==> src/design/irs_pkg.sv <==
package irs_pkg;

    localparam int MAX_DEVICES = 8;
    localparam int IDX_W       = $clog2(MAX_DEVICES);
    localparam int CNT_W       = $clog2(MAX_DEVICES + 1);
    localparam int ADDR_W      = 32;

    localparam logic [2:0] OP_APPEND   = 3'd0;
    localparam logic [2:0] OP_SET_ADDR = 3'd1;
    localparam logic [2:0] OP_SET_LINK = 3'd2;
    localparam logic [2:0] OP_ROUTE    = 3'd3;
    localparam logic [2:0] OP_FIND     = 3'd4;

    localparam logic [1:0] ST_OK             = 2'd0;
    localparam logic [1:0] ST_FULL           = 2'd1;
    localparam logic [1:0] ST_NOT_REGISTERED = 2'd2;

    typedef struct packed {
        logic [2:0]        opcode;
        logic [IDX_W-1:0]  device_index;
        logic [ADDR_W-1:0] address_value;
        logic [ADDR_W-1:0] mask_value;
        logic [ADDR_W-1:0] gateway_value;
        logic              link_value;
    } irs_item_t;

    typedef struct packed {
        logic              found;
        logic [IDX_W-1:0]  result_index;
        logic [1:0]        status;
        logic [CNT_W-1:0]  entry_count;
    } irs_result_t;

    typedef struct packed {
        logic [ADDR_W-1:0] address;
        logic [ADDR_W-1:0] mask;
        logic              has_gateway;
        logic              link_up;
    } irs_entry_t;

endpackage

==> src/design/interface_route_selector.sv <==
// Interface route selector: a table of up to eight interfaces with address, netmask,
// gateway flag and link flag, driven by one command beat per item.
// Input channel s_axis: tuser carries the opcode (append, set addresses, set link,
// route lookup, find by address); tdata carries index, address, mask, gateway, link.
// Output channel m_axis: one result beat per command; tuser is the found flag,
// tdata holds result index, status and the entry count after the command.
// Flow: append and unknown opcodes go from accept straight to the result register,
// set addresses / set link read, merge and write back one memory entry, and
// route lookup and find scan the N registered entries, so at most eight of them.
// The scan is bound by the single read port of the entry memory, one entry a cycle,
// with each entry judged in the cycle after its read while the next read is issued.
// One command is worked on at a time; s_axis_tready is high only while the engine
// is idle. A finished result sits in the output register, so the next command is
// accepted and worked on while m_axis is stalled; that command then waits for the
// register to drain. Reset empties the table (entry count zero); memory contents
// need no clearing since every entry is zeroed when appended.
module interface_route_selector (
    input  logic         clk,
    input  logic         rst_n,
    input  logic         s_axis_tvalid,
    output logic         s_axis_tready,
    // device_index[2:0], address_value[34:3], mask_value[66:35],
    // gateway_value[98:67], link_value[99], zero fill [103:100]
    input  logic [103:0] s_axis_tdata,
    // opcode[2:0]
    input  logic [2:0]   s_axis_tuser,
    output logic         m_axis_tvalid,
    input  logic         m_axis_tready,
    // result_index[2:0], status[4:3], entry_count[8:5], zero fill [15:9]
    output logic [15:0]  m_axis_tdata,
    // found[0]
    output logic [0:0]   m_axis_tuser
);
    import irs_pkg::*;

    irs_item_t   in_item;
    irs_result_t eng_result;
    irs_result_t out_res_reg;
    logic        eng_valid;
    logic        res_take;
    logic        out_valid_reg;

    assign in_item.opcode        = s_axis_tuser;
    assign in_item.device_index  = s_axis_tdata[2:0];
    assign in_item.address_value = s_axis_tdata[34:3];
    assign in_item.mask_value    = s_axis_tdata[66:35];
    assign in_item.gateway_value = s_axis_tdata[98:67];
    assign in_item.link_value    = s_axis_tdata[99];

    irs_engine u_engine (
        .clk       (clk),
        .rst_n     (rst_n),
        .in_valid  (s_axis_tvalid),
        .in_ready  (s_axis_tready),
        .in_item   (in_item),
        .res_valid (eng_valid),
        .res_take  (res_take),
        .result    (eng_result)
    );

    // load the output register when it is empty or draining this cycle
    assign res_take = eng_valid && (!out_valid_reg || m_axis_tready);

    always_ff @(posedge clk or negedge rst_n)
    begin
        if (!rst_n)
        begin
            out_valid_reg <= 1'b0;
        end
        else if (res_take)
        begin
            out_valid_reg <= 1'b1;
        end
        else if (m_axis_tready)
        begin
            out_valid_reg <= 1'b0;
        end
    end

    always_ff @(posedge clk)
    begin
        if (res_take)
        begin
            out_res_reg <= eng_result;
        end
    end

    assign m_axis_tvalid = out_valid_reg;
    assign m_axis_tuser  = out_res_reg.found;
    assign m_axis_tdata  = {7'd0, out_res_reg.entry_count, out_res_reg.status,
                            out_res_reg.result_index};

endmodule

==> src/design/irs_entry_ram.sv <==
module irs_entry_ram #(
    parameter int DATA_W = 66,
    parameter int ADDR_W = 3
) (
    input  logic              clk,
    input  logic              we,
    input  logic [ADDR_W-1:0] waddr,
    input  logic [DATA_W-1:0] wdata,
    input  logic [ADDR_W-1:0] raddr,
    output logic [DATA_W-1:0] rdata
);

    localparam int DEPTH = 1 << ADDR_W;

    logic [DATA_W-1:0] mem [DEPTH];

    always_ff @(posedge clk)
    begin
        if (we)
        begin
            mem[waddr] <= wdata;
        end
        rdata <= mem[raddr];
    end

endmodule

==> src/design/irs_engine.sv <==
module irs_engine (
    input  logic                 clk,
    input  logic                 rst_n,
    input  logic                 in_valid,
    output logic                 in_ready,
    input  irs_pkg::irs_item_t   in_item,
    output logic                 res_valid,
    input  logic                 res_take,
    output irs_pkg::irs_result_t result
);
    import irs_pkg::*;

    localparam logic [1:0] S_IDLE = 2'd0;
    localparam logic [1:0] S_RMW  = 2'd1;
    localparam logic [1:0] S_SCAN = 2'd2;
    localparam logic [1:0] S_DONE = 2'd3;

    logic [1:0]        state_reg, state_next;
    logic [2:0]        op_reg, op_next;
    logic [IDX_W-1:0]  idx_reg, idx_next;
    logic [ADDR_W-1:0] key_reg, key_next;
    logic [ADDR_W-1:0] mask_reg, mask_next;
    logic              gw_reg, gw_next;
    logic              link_reg, link_next;
    logic [CNT_W-1:0]  total_reg, total_next;
    logic [CNT_W-1:0]  scan_reg, scan_next;
    logic              pend_reg, pend_next;
    logic [IDX_W-1:0]  pend_idx_reg, pend_idx_next;
    logic              gw_have_reg, gw_have_next;
    logic [IDX_W-1:0]  gw_pick_reg, gw_pick_next;
    irs_result_t       res_reg, res_next;

    logic              ram_we;
    logic [IDX_W-1:0]  ram_waddr;
    irs_entry_t        ram_wdata;
    logic [IDX_W-1:0]  ram_raddr;
    irs_entry_t        ent;
    logic              route_hit;
    logic              find_hit;
    logic              hit;

    irs_entry_ram #(
        .DATA_W ($bits(irs_entry_t)),
        .ADDR_W (IDX_W)
    ) u_ram (
        .clk   (clk),
        .we    (ram_we),
        .waddr (ram_waddr),
        .wdata (ram_wdata),
        .raddr (ram_raddr),
        .rdata (ent)
    );

    assign route_hit = ent.link_up && ((key_reg & ent.mask) == (ent.address & ent.mask));
    assign find_hit  = (ent.address == key_reg);
    assign hit       = pend_reg && ((op_reg == OP_ROUTE) ? route_hit : find_hit);

    assign in_ready  = (state_reg == S_IDLE);
    assign res_valid = (state_reg == S_DONE);
    assign result    = res_reg;

    always_comb
    begin
        state_next    = state_reg;
        op_next       = op_reg;
        idx_next      = idx_reg;
        key_next      = key_reg;
        mask_next     = mask_reg;
        gw_next       = gw_reg;
        link_next     = link_reg;
        total_next    = total_reg;
        scan_next     = scan_reg;
        pend_next     = pend_reg;
        pend_idx_next = pend_idx_reg;
        gw_have_next  = gw_have_reg;
        gw_pick_next  = gw_pick_reg;
        res_next      = res_reg;
        ram_we        = 1'b0;
        ram_waddr     = idx_reg;
        ram_wdata     = ent;
        ram_raddr     = scan_reg[IDX_W-1:0];

        unique case (state_reg)
            S_IDLE:
            begin
                if (in_valid)
                begin
                    op_next              = in_item.opcode;
                    idx_next             = in_item.device_index;
                    key_next             = in_item.address_value;
                    mask_next            = in_item.mask_value;
                    gw_next              = (in_item.gateway_value != '0);
                    link_next            = in_item.link_value;
                    res_next             = '0;
                    res_next.entry_count = total_reg;
                    state_next           = S_DONE;
                    unique case (in_item.opcode) inside
                        OP_APPEND:
                        begin
                            if (total_reg == CNT_W'(MAX_DEVICES))
                            begin
                                res_next.status = ST_FULL;
                            end
                            else
                            begin
                                // new entry starts cleared
                                ram_we                = 1'b1;
                                ram_waddr             = total_reg[IDX_W-1:0];
                                ram_wdata             = '0;
                                res_next.result_index = total_reg[IDX_W-1:0];
                                total_next            = total_reg + 1'b1;
                                res_next.entry_count  = total_reg + 1'b1;
                            end
                        end
                        OP_SET_ADDR, OP_SET_LINK:
                        begin
                            res_next.result_index = in_item.device_index;
                            if (CNT_W'(in_item.device_index) >= total_reg)
                            begin
                                res_next.status = ST_NOT_REGISTERED;
                            end
                            else
                            begin
                                ram_raddr  = in_item.device_index;
                                state_next = S_RMW;
                            end
                        end
                        OP_ROUTE, OP_FIND:
                        begin
                            scan_next    = '0;
                            pend_next    = 1'b0;
                            gw_have_next = 1'b0;
                            gw_pick_next = '0;
                            state_next   = S_SCAN;
                        end
                        default:
                        begin
                            state_next = S_DONE;
                        end
                    endcase
                end
            end
            S_RMW:
            begin
                // merge into the entry read last cycle, keep the other fields
                ram_we    = 1'b1;
                ram_waddr = idx_reg;
                ram_wdata = ent;
                if (op_reg == OP_SET_ADDR)
                begin
                    ram_wdata.address     = key_reg;
                    ram_wdata.mask        = mask_reg;
                    ram_wdata.has_gateway = gw_reg;
                end
                else
                begin
                    ram_wdata.link_up = link_reg;
                end
                state_next = S_DONE;
            end
            S_SCAN:
            begin
                if (hit)
                begin
                    res_next.found        = 1'b1;
                    res_next.result_index = pend_idx_reg;
                    state_next            = S_DONE;
                end
                else
                begin
                    if (pend_reg && (op_reg == OP_ROUTE) && ent.link_up && ent.has_gateway)
                    begin
                        gw_have_next = 1'b1;
                        gw_pick_next = pend_idx_reg;
                    end
                    // issue the next read while the previous entry is judged
                    if (scan_reg < total_reg)
                    begin
                        ram_raddr     = scan_reg[IDX_W-1:0];
                        pend_next     = 1'b1;
                        pend_idx_next = scan_reg[IDX_W-1:0];
                        scan_next     = scan_reg + 1'b1;
                    end
                    else
                    begin
                        pend_next = 1'b0;
                        if (!pend_reg)
                        begin
                            if (op_reg == OP_ROUTE)
                            begin
                                if (gw_have_reg)
                                begin
                                    res_next.found        = 1'b1;
                                    res_next.result_index = gw_pick_reg;
                                end
                                else if (total_reg != '0)
                                begin
                                    res_next.found        = 1'b1;
                                    res_next.result_index = '0;
                                end
                            end
                            state_next = S_DONE;
                        end
                    end
                end
            end
            S_DONE:
            begin
                if (res_take)
                begin
                    state_next = S_IDLE;
                end
            end
            default:
            begin
                state_next = S_IDLE;
            end
        endcase
    end

    always_ff @(posedge clk or negedge rst_n)
    begin
        if (!rst_n)
        begin
            state_reg   <= S_IDLE;
            total_reg   <= '0;
            scan_reg    <= '0;
            pend_reg    <= 1'b0;
            gw_have_reg <= 1'b0;
        end
        else
        begin
            state_reg   <= state_next;
            total_reg   <= total_next;
            scan_reg    <= scan_next;
            pend_reg    <= pend_next;
            gw_have_reg <= gw_have_next;
        end
    end

    always_ff @(posedge clk)
    begin
        op_reg       <= op_next;
        idx_reg      <= idx_next;
        key_reg      <= key_next;
        mask_reg     <= mask_next;
        gw_reg       <= gw_next;
        link_reg     <= link_next;
        pend_idx_reg <= pend_idx_next;
        gw_pick_reg  <= gw_pick_next;
        res_reg      <= res_next;
    end

endmodule

==> config.mk <==
export PLATFORM = sky130hd
export DESIGN_NAME = interface_route_selector
export DESIGN_NICKNAME = d
export VERILOG_FILES = /design/src/design/irs_pkg.sv /design/src/design/interface_route_selector.sv /design/src/design/irs_entry_ram.sv /design/src/design/irs_engine.sv
export SDC_FILE = /design/constraint.sdc
export NUM_CORES = 1
export LEC_CHECK = 0
export BUFFER_PORTS_ARGS = -buffer_cell sky130_fd_sc_hd__buf_2
export CORE_MARGIN = 2
export CORE_UTILIZATION = 26
export DETAILED_ROUTE_END_ITERATION = 12
export GPL_TIMING_DRIVEN = 0
export PLACE_DENSITY = 0.51
export SLEW_MARGIN = 20
export SYNTH_ARGS = -nofsm -noshare
export SYNTH_HDL_FRONTEND = slang
export SYNTH_HIERARCHICAL = 1
export SYNTH_SLANG_ARGS = --single-unit
==> constraint.sdc <==
create_clock -name clk -period 10.3 [get_ports clk]
set_input_delay 3.09 -clock clk [delete_from_list [all_inputs] [get_ports clk]]
set_output_delay 3.09 -clock clk [all_outputs]
set_load 0.05 [all_outputs]
==> metrics.md <==
| Metric | Value |
|---|---|
| Status | complete, no violations |
| Final Hold Viols | 0 |
| Cts bufs inserted | 76 |
| Commonest non-fill, non-tap cell in the layout | edfxtp_1 |
| Die area | 0.106 mm2 |
| Pre-Repair DR Iteration Count | 5 |
| Total Routing Usage GR | 12.9% |
| Max_slew headroom | roughly 27% |
| Congestion Overflow GR | 0 |
| Ranking of synthesized cells by area | edfxtp_1 (70%), mux4_2 (11%), dfxtp_1 (4.9%) |
| Share of layout cells above drive strength 1 | ~34% |
| Cts hold-fix bufs | 0 |
| Antenna cells | 0 |
| Setup CP Type | in2reg |
| Worst Path Required | roughly 11 ns |
| Static leakage | 10.6 nW |
| Synth area leader | edfxtp_1 |
| Post-synth EDFFs | 626 |
| Most flop-heavy register | u_engine/u_ram/mem |
| Fillers | approximately 9800 |
| Pin count of the biggest net entering global routing | between 40 and 50 |
| Nets | roughly 1700 |
| Max incr delay on CP | around 0.64 ns |
| DRT Wirelength | a little under 70 mm |
| Top Registers | u_engine/u_ram/mem (528), u_engine/u_ram/rdata (66) |
| Hold Crit Class | reg2reg |
| Wire per inst | 23.2 um |
| Crit path time final | between 6 and 7 ns |
| Ports | 130 |
| Max FFs per register | around 530 |
| Number of max-cap violations | 0 |
| Actual slew at the worst max-slew pin | ~1.1 ns |
| DPL Wire Length | 46.2 mm |
| Clk_skew | 0.0261 ns |
| First-pass GRT wire length | 99.5 mm |
| Avg Vias per Cell | about 4.6 |
| Clock Latency Late Sink | 0.64 ns |
| Startpoint type of the worst setup path | input pin |
| Die Span X | ~330 um |
| Synth Flop Type | edfxtp_1 |
| Area Overhead vs Synth | 21.8% |
| CP max-delay cell | clkbuf_1 |
| Initial antenna violation count | 1 |
| Synth Area per Inst | between 20 and 25 um2 |
| RSZ-0062 raised after global routing | false |
| CP arrival | 7.27 ns |
| Final Util | ~32% |
| Root Buffer | clkbuf_16 |
| Core area | around 0.10 mm2 |
| Row count | ~120 |
| Yosys top cell area share | approximately 70% |
| Power per cell area | roughly 290 mW/mm2 |
| CTS tree | built |
| Most frequent cells in the layout | edfxtp_1 (626), buf_2 (141), mux4_2 (132) |
| H-tree depth | 3 |
| CP max FO | 10 |
| Crit-path cells | buf_2, inv_1, ha_1, nand2b_1, a21o_1, a21oi_1, nor2_1, nor3_1, nand2_1, mux2_2, clkbuf_1, clkbuf_1, buf_2, mux4_2, mux2_2 |
| IO Port Bufs | around 120 |
| Clk buf depth | 3 |
| Mapped Area | between 0.02 and 0.03 mm2 |
| Seq/Total Area, Yosys | 76.2% |
| Final setup violation count | 0 |
| Max Transition Viols Final | 0 |
| Crit end category | flop |
| Die Height | between 300 and 400 um |
| Synthesized instance count | 1288 |
| Synth warnings | 6 |
| Final period utilization | 65.8% |
| Vias in the first global route | approximately 14000 |
| Max IR drop VDD | 0.000126 V |
| Antenna Violating Nets Remaining | 0 |
| Setup bufs post-CTS | 0 |
| Initial Utilization | a little over a quarter |
| PostCTS Resize Cnt | 0 |
| Fmax | between 100 and 150 MHz |
| Vias | about 13000 |
| #FFs+latches synth | about 700 |
| Initial DRC Count | 1086 |
| GPL Wtd Cong | 0.784 |
| Synth unique cells | 58 |
| Clock sink count | 705 |
| Share of flip-flops with an asynchronous set or reset | 1.84% |
| Total chip power | 9.33 mW |
| DRC Markers | 0 |
| Clock transition at path regs | ~0.060 ns |
==> power by group <==
part	internal, mW	switching, mW
clock	1.63	1.14
sequential	3.97	0.228
combinational	0.940	1.42
==> kinds of logic after synthesis <==
group | Yosys count | share of synthesized area [%]
buffers and inverters | 86 | 1.69
muxes | 207 | 14.2
xor gates and xnor gates | 35 | 1.14
AOI/OAI and AO/OA | 130 | 3.84
DFF | 705 | 76.2
other | 1 | 0.0140
adders and majority gates | 14 | 0.653
and+or+nand+nor | 110 | 2.31
==> critical path, delay by kind of cell <==
kind | cells | cell delay [ns]
buffers and inverters | 5 | 1.84
muxes | 3 | 0.92
and+or+nand+nor | 4 | 0.77
AOI/OAI and AO/OA | 2 | 0.36
adders and majority gates | 1 | 0.27
==> cell type report <==
type,count,area (um2),area share [%]
clock inverter,36,395,1.21
timing repair buffer,158,1460,4.47
inverter,19,71.3,0.218
sequential,705,20400,62.5
tap,1368,1710,5.24
multi-input combinational,503,6040,18.5
buffer,67,385,1.18
clock buffer,105,2180,6.68
==> metal layers <==
layer,wire (um),vias to the layer above,global-route usage (%)
met5,0,-,0
met4,1560,0,4.09
met3,3610,91,2.13
met2,33500,415,21.3
met1,30000,7186,17.2
li1,-,5805,-
==> final timing paths <==
check / start / to / cells past startpoint / slack, ns
min reg2reg: u_engine/result[1] / m_axis_tdata[6] / 0 / 0.42
max in group asynchronous: rst_n / u_engine/total_reg[0] / 1 / 7.65
min: u_engine/result[1] / m_axis_tdata[6] / 0 / 0.42
min in group asynchronous: rst_n / m_axis_tvalid / 1 / 2.37
max: s_axis_tdata[0] / u_engine/u_ram/rdata[0] / 15 / 3.52
max reg2reg: u_engine/total_reg[1] / u_engine/u_ram/rdata[0] / 13 / 5.71
==> per-stage QoR <==
stage / hold WS, ns / cell area [um2] / instances / TNS, ns / worst slack [ns]
after floorplan: 0.400 / 26900 / 1294 / 0 / 0.924
after global placement: 0.410 / 29200 / 2780 / -2013.09 / -4.69
after detailed placement: 0.407 / 30100 / 2820 / 0 / 2.76
after CTS: 0.420 / 32700 / 2961 / 0 / 3.40
after global routing: 0.426 / 32700 / 2961 / 0 / 3.30
final: 0.419 / 32700 / 2961 / 0 / 3.52
==> cell usage after synthesis (all sizes together) (15+ instances only) <==
master,count
xor2,30
nor4,16
buf,41
o21ai,15
mux2,71
clkbuf,26
inv,19
dfxtp,66
nand2,27
a22o,66
mux4,132
edfxtp,626
(Power assumes the default switching activity.)
